**src/ece_pkg.sv**
```systemverilog
// shared types, constants, tables and arithmetic helpers for the easing curve evaluator
package ece_pkg;

   localparam int FRAC_BITS       = 15;
   localparam int TABLE_ADDR_BITS = 8;
   localparam int IBITS           = 30;
   localparam int TAB_N           = 1 << TABLE_ADDR_BITS;
   localparam int TIME_W          = 16;
   localparam int Q_W             = 36;

   localparam logic [15:0] T_ONE  = 16'(1 << FRAC_BITS);
   localparam logic [15:0] T_HALF = 16'(1 << (FRAC_BITS - 1));
   localparam logic [30:0] I_ONE  = 31'(1 << IBITS);

   localparam longint unsigned PIO2_Q30 = 64'd1686629713;
   localparam longint unsigned LN2_Q30  = 64'd744261118;

   localparam logic [2:0] KIND_LINEAR = 3'd0;
   localparam logic [2:0] KIND_QUAD   = 3'd1;
   localparam logic [2:0] KIND_QUINT  = 3'd4;
   localparam logic [2:0] KIND_SINE   = 3'd5;
   localparam logic [2:0] KIND_EXPO   = 3'd6;

   localparam logic [1:0] DIR_IN    = 2'd0;
   localparam logic [1:0] DIR_OUT   = 2'd1;
   localparam logic [1:0] DIR_INOUT = 2'd2;
   localparam logic [1:0] DIR_SPARE = 2'd3;

   localparam logic REG_CURVE_KIND = 1'b0;
   localparam logic REG_EASE_DIR   = 1'b1;

   typedef logic [30:0] tab_type [0:TAB_N];

   typedef struct packed {
      logic [2:0]  kind;
      logic [1:0]  dir;
      logic        lo;
      logic        t_zero;
      logic        t_one;
      logic [15:0] ts;
      logic [15:0] x;
      logic [30:0] p;
      logic [2:0]  steps;
      logic [8:0]  idx;
      logic [14:0] frac;
      logic [3:0]  k;
      logic [30:0] a;
      logic [30:0] b;
      logic        up;
      logic [45:0] prod;
      logic [30:0] lk;
   } stage_type;

   // truncating long division, only used while the tables are built at elaboration
   function automatic longint unsigned cdiv(longint unsigned num, longint unsigned den);
      longint unsigned quo, rem;
      quo = '0;
      rem = '0;
      for (int b = 63; b >= 0; b--) begin
         rem = {rem[62:0], num[b]};
         if (rem >= den) begin
            rem    = rem - den;
            quo[b] = 1'b1;
         end
      end
      return quo;
   endfunction

   // quarter-wave sine, Q30 taylor series up to x^15
   function automatic tab_type build_sin();
      tab_type        tab;
      longint unsigned x, x2, term, sum;
      for (int i = 0; i <= TAB_N; i++) begin
         x    = (longint'(i) * PIO2_Q30 + longint'(TAB_N >> 1)) >> TABLE_ADDR_BITS;
         x2   = (x * x) >> IBITS;
         term = x;
         sum  = x;
         for (int k = 1; k <= 7; k++) begin
            term = cdiv((term * x2) >> IBITS, longint'((2 * k) * (2 * k + 1)));
            if ((k & 1) != 0) sum = (sum > term) ? sum - term : 64'd0;
            else sum = sum + term;
         end
         if (sum > longint'(I_ONE)) sum = longint'(I_ONE);
         if (i == 0) sum = 64'd0;
         if (i == TAB_N) sum = longint'(I_ONE);
         if (i > 0 && sum < longint'(tab[i-1])) sum = longint'(tab[i-1]);
         tab[i] = sum[30:0];
      end
      return tab;
   endfunction

   // e^-z over one octave, Q30 series up to z^12
   function automatic tab_type build_exp();
      tab_type        tab;
      longint unsigned z, term, sum;
      for (int i = 0; i <= TAB_N; i++) begin
         z    = (longint'(i) * LN2_Q30 + longint'(TAB_N >> 1)) >> TABLE_ADDR_BITS;
         term = longint'(I_ONE);
         sum  = longint'(I_ONE);
         for (int k = 1; k <= 12; k++) begin
            term = cdiv((term * z) >> IBITS, longint'(k));
            if ((k & 1) != 0) sum = (sum > term) ? sum - term : 64'd0;
            else sum = sum + term;
         end
         if (sum > longint'(I_ONE)) sum = longint'(I_ONE);
         if (i == 0) sum = longint'(I_ONE);
         if (i == TAB_N) sum = longint'(I_ONE >> 1);
         if (i > 0 && sum > longint'(tab[i-1])) sum = longint'(tab[i-1]);
         tab[i] = sum[30:0];
      end
      return tab;
   endfunction

   localparam tab_type SIN_TAB = build_sin();
   localparam tab_type EXP_TAB = build_exp();

   // one power step: round(p * x / 2^15)
   function automatic logic [30:0] pow_step(logic [30:0] p, logic [15:0] x);
      logic [46:0] tmp;
      tmp = 47'(p) * 47'(x) + 47'(T_HALF);
      return tmp[45:15];
   endfunction

   function automatic logic [Q_W-1:0] sub0(logic [Q_W-1:0] a, logic [Q_W-1:0] b);
      return (a > b) ? a - b : '0;
   endfunction

endpackage

```
**src/ece_prep.sv**
```systemverilog
// input conditioning: saturation, direction folding and operand selection
module ece_prep (
   input  logic [15:0]        time_in,
   input  logic [2:0]         kind,
   input  logic [1:0]         dir,
   output ece_pkg::stage_type st
);
   import ece_pkg::*;

   logic [15:0] ts, onem, ph;
   logic [16:0] two;
   logic [1:0]  dirn;
   logic        lo;
   logic [19:0] e10;
   logic [15:0] tp;

   always_comb begin
      ts   = (time_in > T_ONE) ? T_ONE : time_in;
      onem = T_ONE - ts;
      two  = {ts, 1'b0};
      lo   = ts < T_HALF;
      dirn = (dir == DIR_SPARE) ? DIR_INOUT : dir;

      case (dirn)
         DIR_IN:  ph = onem;
         DIR_OUT: ph = ts;
         default: ph = lo ? 16'(17'(T_ONE) - two) : 16'(two - 17'(T_ONE));
      endcase

      // 10*y as shift-add
      e10 = {1'b0, ph, 3'b0} + {3'b0, ph, 1'b0};
      tp  = (kind == KIND_EXPO) ? {1'b0, e10[14:0]} : ph;

      st        = '0;
      st.kind   = kind;
      st.dir    = dirn;
      st.lo     = lo;
      st.t_zero = ts == '0;
      st.t_one  = ts == T_ONE;
      st.ts     = ts;
      case (dirn)
         DIR_IN:  st.x = ts;
         DIR_OUT: st.x = onem;
         default: st.x = lo ? ts : onem;
      endcase
      st.p     = {st.x, 15'b0};
      st.steps = (kind >= KIND_QUAD && kind <= KIND_QUINT) ? kind : 3'd0;
      st.idx   = tp[15:7];
      st.frac  = {tp[6:0], 8'b0};
      st.k     = (kind == KIND_EXPO) ? e10[18:15] : 4'd0;
   end

endmodule

```
**config.mk**
```make
export PLATFORM = sky130hd
export DESIGN_NAME = ece_prep
export DESIGN_NICKNAME = d
export VERILOG_FILES = /design/src/ece_pkg.sv /design/src/ece_prep.sv
export SDC_FILE = /design/constraint.sdc
export NUM_CORES = 1
export LEC_CHECK = 0
export BUFFER_PORTS_ARGS = -buffer_cell sky130_fd_sc_hd__buf_2
export CAP_MARGIN = 15
export CORE_AREA = 2 2 101 103
export DETAILED_ROUTE_END_ITERATION = 10
export DIE_AREA = 0 0 103 105
export PLACE_DENSITY = 0.79
export RECOVER_POWER = 25
export SLEW_MARGIN = 30
export SYNTH_ARGS = -nofsm -noshare
export SYNTH_HDL_FRONTEND = slang
export SYNTH_SLANG_ARGS = --single-unit
```
**constraint.sdc**
```tcl
create_clock -name vclk -period 8.6
set_input_delay 0.86 -clock vclk [all_inputs]
set_output_delay 0.86 -clock vclk [all_outputs]
set_load 0.02 [all_outputs]
```
== After elaboration in Yosys (flattened, before gate mapping) ==
Cells that the tools add are included.

* Bits in registers: 0
* Input port bits: 21
* Output and inout port bits: 242
* Logic and storage cells: 24

* $add $sub $neg: 4
* $lt $le $gt $ge: 4
* Equality and inequality tests: 4
* Muxes and demuxes: 9
* Reductions and logical operators: 3

{| class="wikitable"
|+ Operators by type and width
! cell !! number
|-
| 2-to-1 mux 16 bit || 4
|-
| case mux 16 bit (2 select lines) || 2
|-
| subtractor 16 bit (first input constant) || 2
|-
| adder 19 x 17 -> 19 bit || 1
|-
| equality test 16 bit (second input constant) || 1
|-
| greater-than comparator 16 bit (second input constant) || 1
|-
| logical NOT 16 bit || 1
|-
| less-than comparator 16 x 15 -> 1 bit (second input constant) || 1
|-
| subtractor 16 bit (second input constant) || 1
|-
| 2-to-1 mux 4 bit || 1
|-
| equality test 3 bit (second input constant) || 1
|-
| >= comparator 3 x 1 -> 1 bit (second input constant) || 1
|-
| less-or-equal comparator 3 bit (second input constant) || 1
|-
| 2-to-1 mux 3 bit || 1
|-
| equality test 2 x 1 -> 1 bit (second input constant) || 1
|-
| equality test 2 bit (second input constant) || 1
|-
| logical NOT 2 bit || 1
|-
| 2-to-1 mux 2 bit || 1
|-
| logical AND 1 bit || 1
|}

== Longest topological paths before layout ==
Gate-level depths: netlist of run 1.

* Depth after elaboration: 7
* Depth in mapped cells: 20
* Mapped depth without buffers: 18

== Least setup slack after synthesis of run 1 ==
Ideal clock, no wire load.

* Path type: input -> output
* Start: input port time_in[15]
* End: output port st[141] (netlist bit)
* Arrival: 4.910 ns
* Required time: 7.740 ns
* Slack: 2.830 ns
* Cell stages on the path: 18
* Buffers on the path: 2
* Path through: clkbuf_1 > nor2b_1 > inv_1 > ha_1 > buf_2 > nor3b_1 > o211a_1 > nor4_1 > and2_1 > nor2_1 > ha_1 > a21oi_1 > and2_1 > a221o_1 > o41ai_4 > a21oi_1 > mux2i_1 > a311o_1

{| class="wikitable"
|+ RTL lines
! item !! line !! RTL
|-
| from (decl) || ece_prep.sv:3 || <nowiki>input logic [15:0] time_in,</nowiki>
|-
| to (decl) || ece_prep.sv:6 || <nowiki>output ece_pkg::stage_type st</nowiki>
|}

==> results.md, run 1 <==
- Pre-CTS WS: 1.792 ns
- Core Box Area: 9639 um^2
- Vias in the first global route: 2882
- Input/output buffers: 100
- Largest net degree at the start of global routing: 41
- Critical path's largest stage delay: 0.57 ns
- Layout area overhead: -6.411%
- # DRC: 0
- Routability congestion estimate: 0.8944
- Power Density: 93.72 nW/um^2
- Slowest CP cell: buf_2
- Arrival time worst endpoint: 6.12 ns
- Status: finished, final reports clean
- CP Class: input port to primary output
- Largest fanout on the critical path: 40
- Worst-margin pin slew: 1.259 ns
- Setup crit end: st[141]
- Clock period minus worst slack: 6.976 ns
- Register area: 0 um^2
- Post-DR wirelength/cell: 12.91 um
- Top-Level Pins: 263
- Cell leakage power: 0.001898 uW
- HPWL after DPL: 7.897 mm
- Initial core utilization: 0.3888
- Worst setup path start: time_in[15]
- Number of synthesis warnings: 0
- VDD IR max: 0.03070 mV
- Simple-Gate Fraction of Synth Area: 0.2174
- Syn Area/Cell: 6.668 um^2
- Grt ovf: 0
- Sequential fraction of the synthesis area: 0
- Max_cap viols: 0
- ANT nets after route: 0
- Final worst setup slack: 1.624 ns
- Slew HR: 0.1605
- Filler instances: 1090
- Compound-Gate Fraction of Synth Area: 0.2190
- Initial antenna violation count: 1
- First-pass GRT wire length: 14.52 mm
- Gr usage total: 0.1608
- Post_cts resized: 0
- Share of post-route cells with drive strength above 1: 0.1580
- Xor and xnor area share after synthesis: 0.06077
- CLK BUF: 0
- Via count: 3543
- Startpoint Class: input port
- CTS Hold Bufs: 0
- Mux contribution to synthesized area: 0.02304
- CP Capture Type: primary output
- Sequential cells: 0
- Die Wd: 103 um
- CP cell instances: buf_2 > clkinv_1 > nand2_1 > ha_1 > nor3b_1 > nor4_1 > nor4_1 > and2_1 > nor2_1 > ha_1 > a21oi_1 > and2_1 > a221o_1 > o41ai_4 > a21oi_1 > mux2i_1 > a311o_1 > buf_2
- Die Ht: 105 um
- Hold path cells: 2
- Synthesized area: 3747 um^2
- Mapped Cells: 562
- Largest family of logic cells by synthesized area: buffers and inverters
- Tcrit/Tclk final: 0.8112
- DIE AREA: 10820 um^2
- 1st-iter DRT viols: 315
- Setup TNS: 0 ns
- Placed Cells: 747
- F_max: 0.1434 GHz
- DR vias/cell: 4.737
- Non-filler cells, final: 748
- Setup bufs post-CTS: 0
- Req. time, crit path: 7.74 ns
- Net count, final: 652
- Final setup viols: 0
- Adder-cell area share of the yosys netlist: 0.05743
- Final count of hold timing violations: 0
- Final slew viol count: 0
- Worst hold path class: input port to primary output
- FP Rows: 36
- Netlist cell types: 64
- Final WL: 9.658 mm
- Drt pass-1 iters: 5
- RSZ-0062 raised after global routing: no
## per-layer routing
layer  up-vias  track usage  part of all wire
met4         0      0.02632             0.013
li1       1681            -                 -
met3        10      0.02140              0.11
met5         -            0                 0
met2       231       0.2760              0.49
met1      1621       0.2147              0.39
## final cells by class
cell class                 instances  area [um^2]  share of cell area
antenna                            1        2.502           0.0007135
inverter                          18        72.57             0.02069
multi-input combinational        495         2780              0.7927
tap                              133        166.4             0.04745
timing repair buffer             101        485.5              0.1384
## worst min path at each step
stage / end / from
6_report: st[239] / kind[0]
3_5_place_dp: st[239] / kind[0]
4_1_cts: st[239] / kind[0]
3_3_place_gp: st[239] / kind[0]
5_1_grt: st[240] / kind[1]
2_1_floorplan: st[168] / kind[2]
## per-stage QoR
stage | instance area, um^2 | total power, uW | hold WS [ns] | utilization
after floorplan | 4355 | 324.3 | 1.798 | -
after CTS | 3523 | 327.8 | 1.998 | 0.3655
final | 3507 | 328.7 | 2.008 | 0.3638
after global placement | 3523 | 323.9 | 1.988 | 0.3655
after global routing | 3507 | 359.3 | 2.024 | 0.3638
after detailed placement | 3523 | 326.9 | 1.997 | 0.3655
## placed cells by master, fill, tap and decap left out, types with 5 or more instances in the layout
| cell type | instances |
|---|---|
| buf_2 | 82 |
| o21ai_0 | 24 |
| nor2b_1 | 16 |
| a211oi_1 | 7 |
| nor3_1 | 18 |
| xnor2_1 | 19 |
| nor2_1 | 47 |
| a21oi_1 | 35 |
| a31oi_1 | 5 |
| ha_1 | 14 |
| inv_1 | 16 |
| nor4_1 | 8 |
| xor2_1 | 7 |
| a21o_1 | 7 |
| conb_1 | 163 |
| clkbuf_1 | 18 |
| nand2_1 | 37 |
## where the power goes
part	switching, uW	leakage, uW	internal [uW]
Clock	0	0.00000000634	0.0000156
Sequential	0	0	0
Combinational	236	0.00190	92.6
## cell usage after synthesis (8+ instances only)
| master | number | area [um^2] |
|---|---|---|
| o21ai_0 | 24 | 120.1 |
| nor2_1 | 47 | 176.4 |
| xnor2_1 | 19 | 166.4 |
| nor4_1 | 8 | 50.05 |
| a21oi_1 | 36 | 180.2 |
| nand2_1 | 37 | 138.9 |
| buf_4 | 183 | 1374 |
| ha_1 | 14 | 175.2 |
| clkbuf_1 | 17 | 63.81 |
| nor3_1 | 18 | 90.09 |
| inv_1 | 16 | 60.06 |
| nor2b_1 | 16 | 100.1 |
## cells by family (layout without fill, tap and decap cells)
| logic type | count (synthesis) | count (layout) |
|---|---|---|
| AOI/OAI and AO/OA | 121 | 121 |
| xor gates and xnor gates | 26 | 26 |
| adders and majority gates | 17 | 17 |
| buffers and inverters | 229 | 119 |
| muxes | 8 | 8 |
| other | 1 | 164 |
| and+or+nand+nor | 160 | 160 |
## critical path: cells and delay by family
kind	cells	cell delay (ns)
simple gates	7	1.72
compound gates	5	1.39
mux	1	0.13
fa+ha+maj	2	0.80
buf+inv	3	1.18
Power figures use the tool's default switching activity.
==> run 2: changes to the inputs <==
- CORE_AREA: 2 2 101 103 -> 2 2 103 105
- DIE_AREA: 0 0 103 105 -> 0 0 105 107
- clock period: 8.6 -> 5.7 ns (I/O delays scaled with it)
==> run 2 against run 1 <==
Compared with the run above:
- flip-flop and latch count did not move
- critical path depth is the same
- hold slack got worse by 0.58 ns
- design area up 1.7%
- total power rose by 53%
- final cell count rose by 1.3%
- combinational power up 53%
- die area increased by 3.9%
- largest cell class unchanged
- largest power group unchanged
- highest routed layer unchanged
==> results.md, run 2 (synthesis gave the netlist of run 1 again) <==
- Status: finished, final reports clean (unchanged)
- GRT Max-Usage Layer: met2 (unchanged)
- Logic pwr share: 1.000 (about the same)
- Final slew viol count: 0 (unchanged)
- Sequential cells: 0 (unchanged)
- Max_cap viols: 0 (unchanged)
- P_sw: 359.8 uW (was 236.1 uW)
- Clock period minus worst slack: 5.345 ns
- Largest net degree at the start of global routing: 38 (was 41)
- Top-Level Pins: 263 (unchanged)
- Net count, final: 660 (was 652)
- DIE AREA: 11240 um^2 (was 10820 um^2)
- Initial antenna violation count: 0 (was 1)
- Register area: 0 um^2 (unchanged)
- Final setup viols: 0 (unchanged)
- Reg power frac: 0 (about the same)
- Gr usage total: 0.1593 (was 0.1608)
- Initial core utilization: 0.3713 (was 0.3888)
- Internal power consumption: 143.6 uW (was 92.60 uW)
- Layout area overhead: -4.808% (was -6.411%)
- Met3 Track Usage GR: 0.02067 (was 0.02140)
- Global routing usage on met2: 0.2931 (was 0.2760)
- CTS Hold Bufs: 0 (unchanged)
- Req. time, crit path: 5.13 ns (was 7.74 ns)
- Slew HR: 0.5023 (was 0.1605)
- Routability congestion estimate: 0.9368 (was 0.8944)
- Via count: 3573 (was 3543)
- ANT nets after route: 0 (unchanged)
- DR vias/cell: 4.714 (was 4.737)
- Commonest non-fill, non-tap cell in the layout: conb_1 (unchanged)
- Switching Fraction: 0.7147 (was 0.7183)
- Vias in the first global route: 2877 (was 2882)
- Drt pass-1 iters: 5 (unchanged)
- GR Util met1: 0.2028 (was 0.2147)
- Input/output buffers: 100 (unchanged)
- Clock share of power: 0 (about the same)
- Die Wd: 105 um (was 103 um)
- Grt ovf: 0 (unchanged)
- Core Box Area: 10090 um^2 (was 9639 um^2)
- Final WL: 10.02 mm (was 9.658 mm)
- CP Capture Type: primary output (unchanged)
- # DRC: 0 (unchanged)
- Startpoint Class: input port (unchanged)
- HPWL after DPL: 8.220 mm (was 7.897 mm)
- Largest fanout on the critical path: 6 (was 40)
- Most frequent cells in the layout: conb_1, buf_2, nor2_1 (unchanged)
- Final count of hold timing violations: 0 (unchanged)
- WHS Endpoint: st[239] (unchanged)
- CP Class: input port to primary output (unchanged)
- Post_cts resized: 0 (unchanged)
- RSZ-0062 raised after global routing: no (unchanged)
- Arrival time worst endpoint: 4.77 ns (was 6.12 ns)
- Power Density: 141.1 nW/um^2 (was 93.72 nW/um^2)
- Setup bufs post-CTS: 0 (unchanged)
- F_max: 0.1871 GHz
- 1st-iter DRT viols: 329 (was 315)
- Setup TNS: 0 ns (unchanged)
- Core Util, Final: 0.3535 (was 0.3638)
- Hold path cells: 2 (unchanged)
- Cell leakage power: 0.001939 uW (was 0.001898 uW)
- Ant. Diodes: 0 (was 1)
- Die Ht: 107 um (was 105 um)
- Worst hold path class: input port to primary output (unchanged)
- First-pass GRT wire length: 14.88 mm (was 14.52 mm)
- VDD IR max: 0.03934 mV (was 0.03070 mV)
- FP Rows: 37 (was 36)
- Worst-margin pin slew: 0.7388 ns (was 1.259 ns)
- Tcrit/Tclk final: 0.9377
- CLK BUF: 0 (unchanged)
- Worst hold start: kind[0] (unchanged)
- Post-DR wirelength/cell: 13.22 um (was 12.91 um)
- Share of post-route cells with drive strength above 1: 0.1704 (was 0.1580)
[run 2: cell count changes in the layout (fill, tap and decap cells not counted), sizes merged]
cell / change
buf: +9
clkbuf: -1
diode: -1
[run 2: metrics by stage]
stage / hold slack, ns / setup WS, ns / instance area, um^2 / total power (uW) / instances
finish: 1.425 / 0.3550 / 3567 / 503.4 / 758
global route: 1.442 / 0.02115 / 3567 / 546.3 / 758
CTS: 1.411 / 0.4124 / 3587 / 502.1 / 758
detailed placement: 1.411 / 0.4293 / 3587 / 500.4 / 758
global placement: 1.402 / 0.5359 / 3587 / 496.2 / 758
floorplan: 1.218 / 0.5098 / 4355 / 489.3 / 724
[run 2: power by group through the flow]
stage | registers, uW | logic [uW] | clock network (uW)
floorplan | 0 | 489 | 0
global placement | 0 | 496 | 0
detailed placement | 0 | 500 | 0
CTS | 0 | 502 | 0
global route | 0 | 546 | 0
finish | 0 | 503 | 0
[run 2: how the worst max path moves through the flow]
stage	slack [ns]	end	startpoint
after floorplan	0.51	st[141]	time_in[15]
after global placement	0.54	st[141]	time_in[0]
after detailed placement	0.43	st[141]	time_in[0]
after CTS	0.41	st[141]	time_in[0]
after global routing	0.02	st[141]	time_in[0]
final	0.36	st[141]	time_in[0]
[run 2: area by class of cell]
cell class / instances / area, um^2
inverter: 18 / 72.57
tap: 136 / 170.2
timing repair buffer: 109 / 544.3
multi-input combinational: 495 / 2780
fill: 1124 / 6525
[run 2: worst max-delay path, stage by stage]
cell	delay (ns)
buf_2	0.12
nor2b_1	0.26
inv_1	0.15
ha_1	0.21
nor3b_1	0.16
o211a_1	0.21
nor4_1	0.50
and2_1	0.25
nor2_1	0.10
ha_1	0.40
a21oi_1	0.10
and2_1	0.14
a221o_1	0.36
o41ai_4	0.47
a21oi_1	0.14
mux2i_1	0.13
a311o_1	0.32
buf_2	0.16
[run 2: per-layer routing]
| metal | vias up | wire (um) | part of all wire |
|---|---|---|---|
| met1 | 1615 | 3904 | 0.39 |
| met2 | 239 | 4999 | 0.50 |
| met3 | 12 | 1007 | 0.10 |
| li1 | 1707 | - | - |
| met4 | 0 | 106 | 0.011 |
| met5 | - | 0 | 0 |
==> run 3: changes to the inputs <==
- PLACE_DENSITY: 0.79 -> 0.73
==> run 3 against run 2 <==
Compared with the run above:
- total power shrank 0.83%
- non-clock buffer count is 1 lower
- die area did not move
- combinational power shrank 0.8%
- global-route usage decreased by 0.33 points
- design area is 0.21% lower
- first-iteration DRC count shrank 12%
- core utilization shrank 0.074 points
- setup slack gained 0.068 ns
- sequential share of layout area did not move
- wire length down 2.0%
- count of clock-buffer cells in the layout unchanged
- critical endpoint unchanged
- largest power group unchanged
==> results.md, run 3 (synthesis gave the netlist of run 1 again) <==
- Status: finished, final reports clean (unchanged)
- Filler instances: 1113 (was 1124)
- Logic pwr share: 1.000 (about the same)
- Die Ht: 107 um (unchanged)
- Layout area overhead: -5.008% (was -4.808%)
- Power Density: 140.2 nW/um^2 (was 141.1 nW/um^2)
- Reg power frac: 0 (about the same)
- # DRC: 0 (unchanged)
- Post-DR wirelength/cell: 12.96 um (was 13.22 um)
- Max_cap viols: 0 (unchanged)
- Largest fanout on the critical path: 6 (unchanged)
- Critical path's largest stage delay: 0.54 ns (was 0.50 ns)
- DR vias/cell: 4.720 (was 4.714)
- Clock period minus worst slack: 5.277 ns (was 5.345 ns)
- Final count of hold timing violations: 0 (unchanged)
- Slew HR: 0.3365 (was 0.5023)
- Register area: 0 um^2 (unchanged)
- Clock share of power: 0 (about the same)
- CP Capture Type: primary output (unchanged)
- Final WL: 9.814 mm (was 10.02 mm)
- Largest net degree at the start of global routing: 37 (was 38)
- Final slew viol count: 0 (unchanged)
- Startpoint Class: input port (unchanged)
- Commonest non-fill, non-tap cell in the layout: conb_1 (unchanged)
- Worst hold path class: input port to primary output (unchanged)
- Final setup viols: 0 (unchanged)
- Top cell family by delay on the critical path: simple AND/OR/NAND/NOR gates (was compound AO/OA/AOI/OAI gates)
- Req. time, crit path: 5.13 ns (about the same)
- CTS Hold Bufs: 0 (unchanged)
- Worst hold margin: 1.420 ns (was 1.425 ns)
- Initial antenna violation count: 0 (unchanged)
- Core Box Area: 10090 um^2 (unchanged)
- Switching Fraction: 0.7140 (was 0.7147)
- First-pass GRT wire length: 14.66 mm (was 14.88 mm)
- Ant. Diodes: 0 (unchanged)
- CP bufs+invs: 3 (unchanged)
- HPWL after DPL: 8.024 mm (was 8.220 mm)
- 1st-iter DRT viols: 289 (was 329)
- Die Wd: 105 um (unchanged)
- Slowest CP cell: nor4_1 (unchanged)
- Setup bufs post-CTS: 0 (unchanged)
- Worst-margin pin slew: 0.9953 ns (was 0.7388 ns)
- Arrival time worst endpoint: 4.71 ns (was 4.77 ns)
- FP Rows: 37 (unchanged)
- Vias in the first global route: 2893 (was 2877)
- Net count, final: 659 (was 660)
- Most frequent cells in the layout: conb_1, buf_2, nor2_1 (unchanged)
- Placed instance area: 3580 um^2 (was 3587 um^2)
- VDD IR max: 0.04729 mV (was 0.03934 mV)
- Top-Level Pins: 263 (unchanged)
- CP cell instances: buf_2 > nor2b_1 > inv_1 > ha_1 > nor3b_1 > nor4_1 > nor4_1 > and2_1 > nor2_1 > ha_1 > a21oi_1 > and2_1 > a221o_1 > o41ai_4 > a21oi_1 > mux2i_1 > a311o_1 > buf_2 (was buf_2 > nor2b_1 > inv_1 > ha_1 > nor3b_1 > o211a_1 > nor4_1 > and2_1 > nor2_1 > ha_1 > a21oi_1 > and2_1 > a221o_1 > o41ai_4 > a21oi_1 > mux2i_1 > a311o_1 > buf_2)
- Share of post-route cells with drive strength above 1: 0.1691 (was 0.1704)
- Grt ovf: 0 (unchanged)
- Internal power consumption: 142.8 uW (was 143.6 uW)
- Overall power: 499.2 uW (was 503.4 uW)
- Post-route cell area: 3560 um^2 (was 3567 um^2)
- Gr usage total: 0.1560 (was 0.1593)
- Setup TNS: 0 ns (unchanged)
- DIE AREA: 11240 um^2 (unchanged)
- F_max: 0.1895 GHz (was 0.1871 GHz)
- Non-filler cells, final: 757 (was 758)
- Sequential cells: 0 (unchanged)
- CLK BUF: 0 (unchanged)
- Drt pass-1 iters: 4 (was 5)
- Input/output buffers: 100 (unchanged)
- Initial core utilization: 0.3713 (unchanged)
- Post_cts resized: 0 (unchanged)
- P_sw: 356.4 uW (was 359.8 uW)
- Placed Cells: 757 (was 758)
- ANT nets after route: 0 (unchanged)
- RSZ-0062 raised after global routing: no (unchanged)
- Via count: 3573 (unchanged)
- Tcrit/Tclk final: 0.9258 (was 0.9377)
- CP Class: input port to primary output (unchanged)
- Cell leakage power: 0.001935 uW (was 0.001939 uW)
- Routability congestion estimate: 0.8885 (was 0.9368)
## run 3: final cells by class
cell class         count  area (um^2)  area share
well taps            136        170.2     0.04780
repair buffers       108        536.8      0.1508
inverters             18        72.57     0.02039
multi-input cells    495         2780      0.7810
## run 3: power groups by stage
stage	Clock, uW	Combinational, uW	Sequential (uW)
floorplan	0	489	0
global placement	0	494	0
detailed placement	0	497	0
CTS	0	498	0
global route	0	545	0
finish	0	499	0
## run 3: path summary, 6_finish.rpt
kind / from / end / slack [ns] / cells past startpoint
worst max-delay path: time_in[0] / st[141] / 0.42 / 18
worst min-delay path: kind[0] / st[239] / 1.42 / 2
## run 3: layer usage
metal  global-route usage  wire length [um]
met5                    0                 0
met4              0.02095               102
met3              0.01945               969
met2               0.2825              4746
met1               0.2021              3996
## run 3: metrics by stage
stage	setup WS (ns)	utilization
finish	0.4227	0.3527
global route	0.1488	0.3527
CTS	0.5310	0.3547
detailed placement	0.5613	0.3547
global placement	0.6334	0.3547
floorplan	0.5098	-
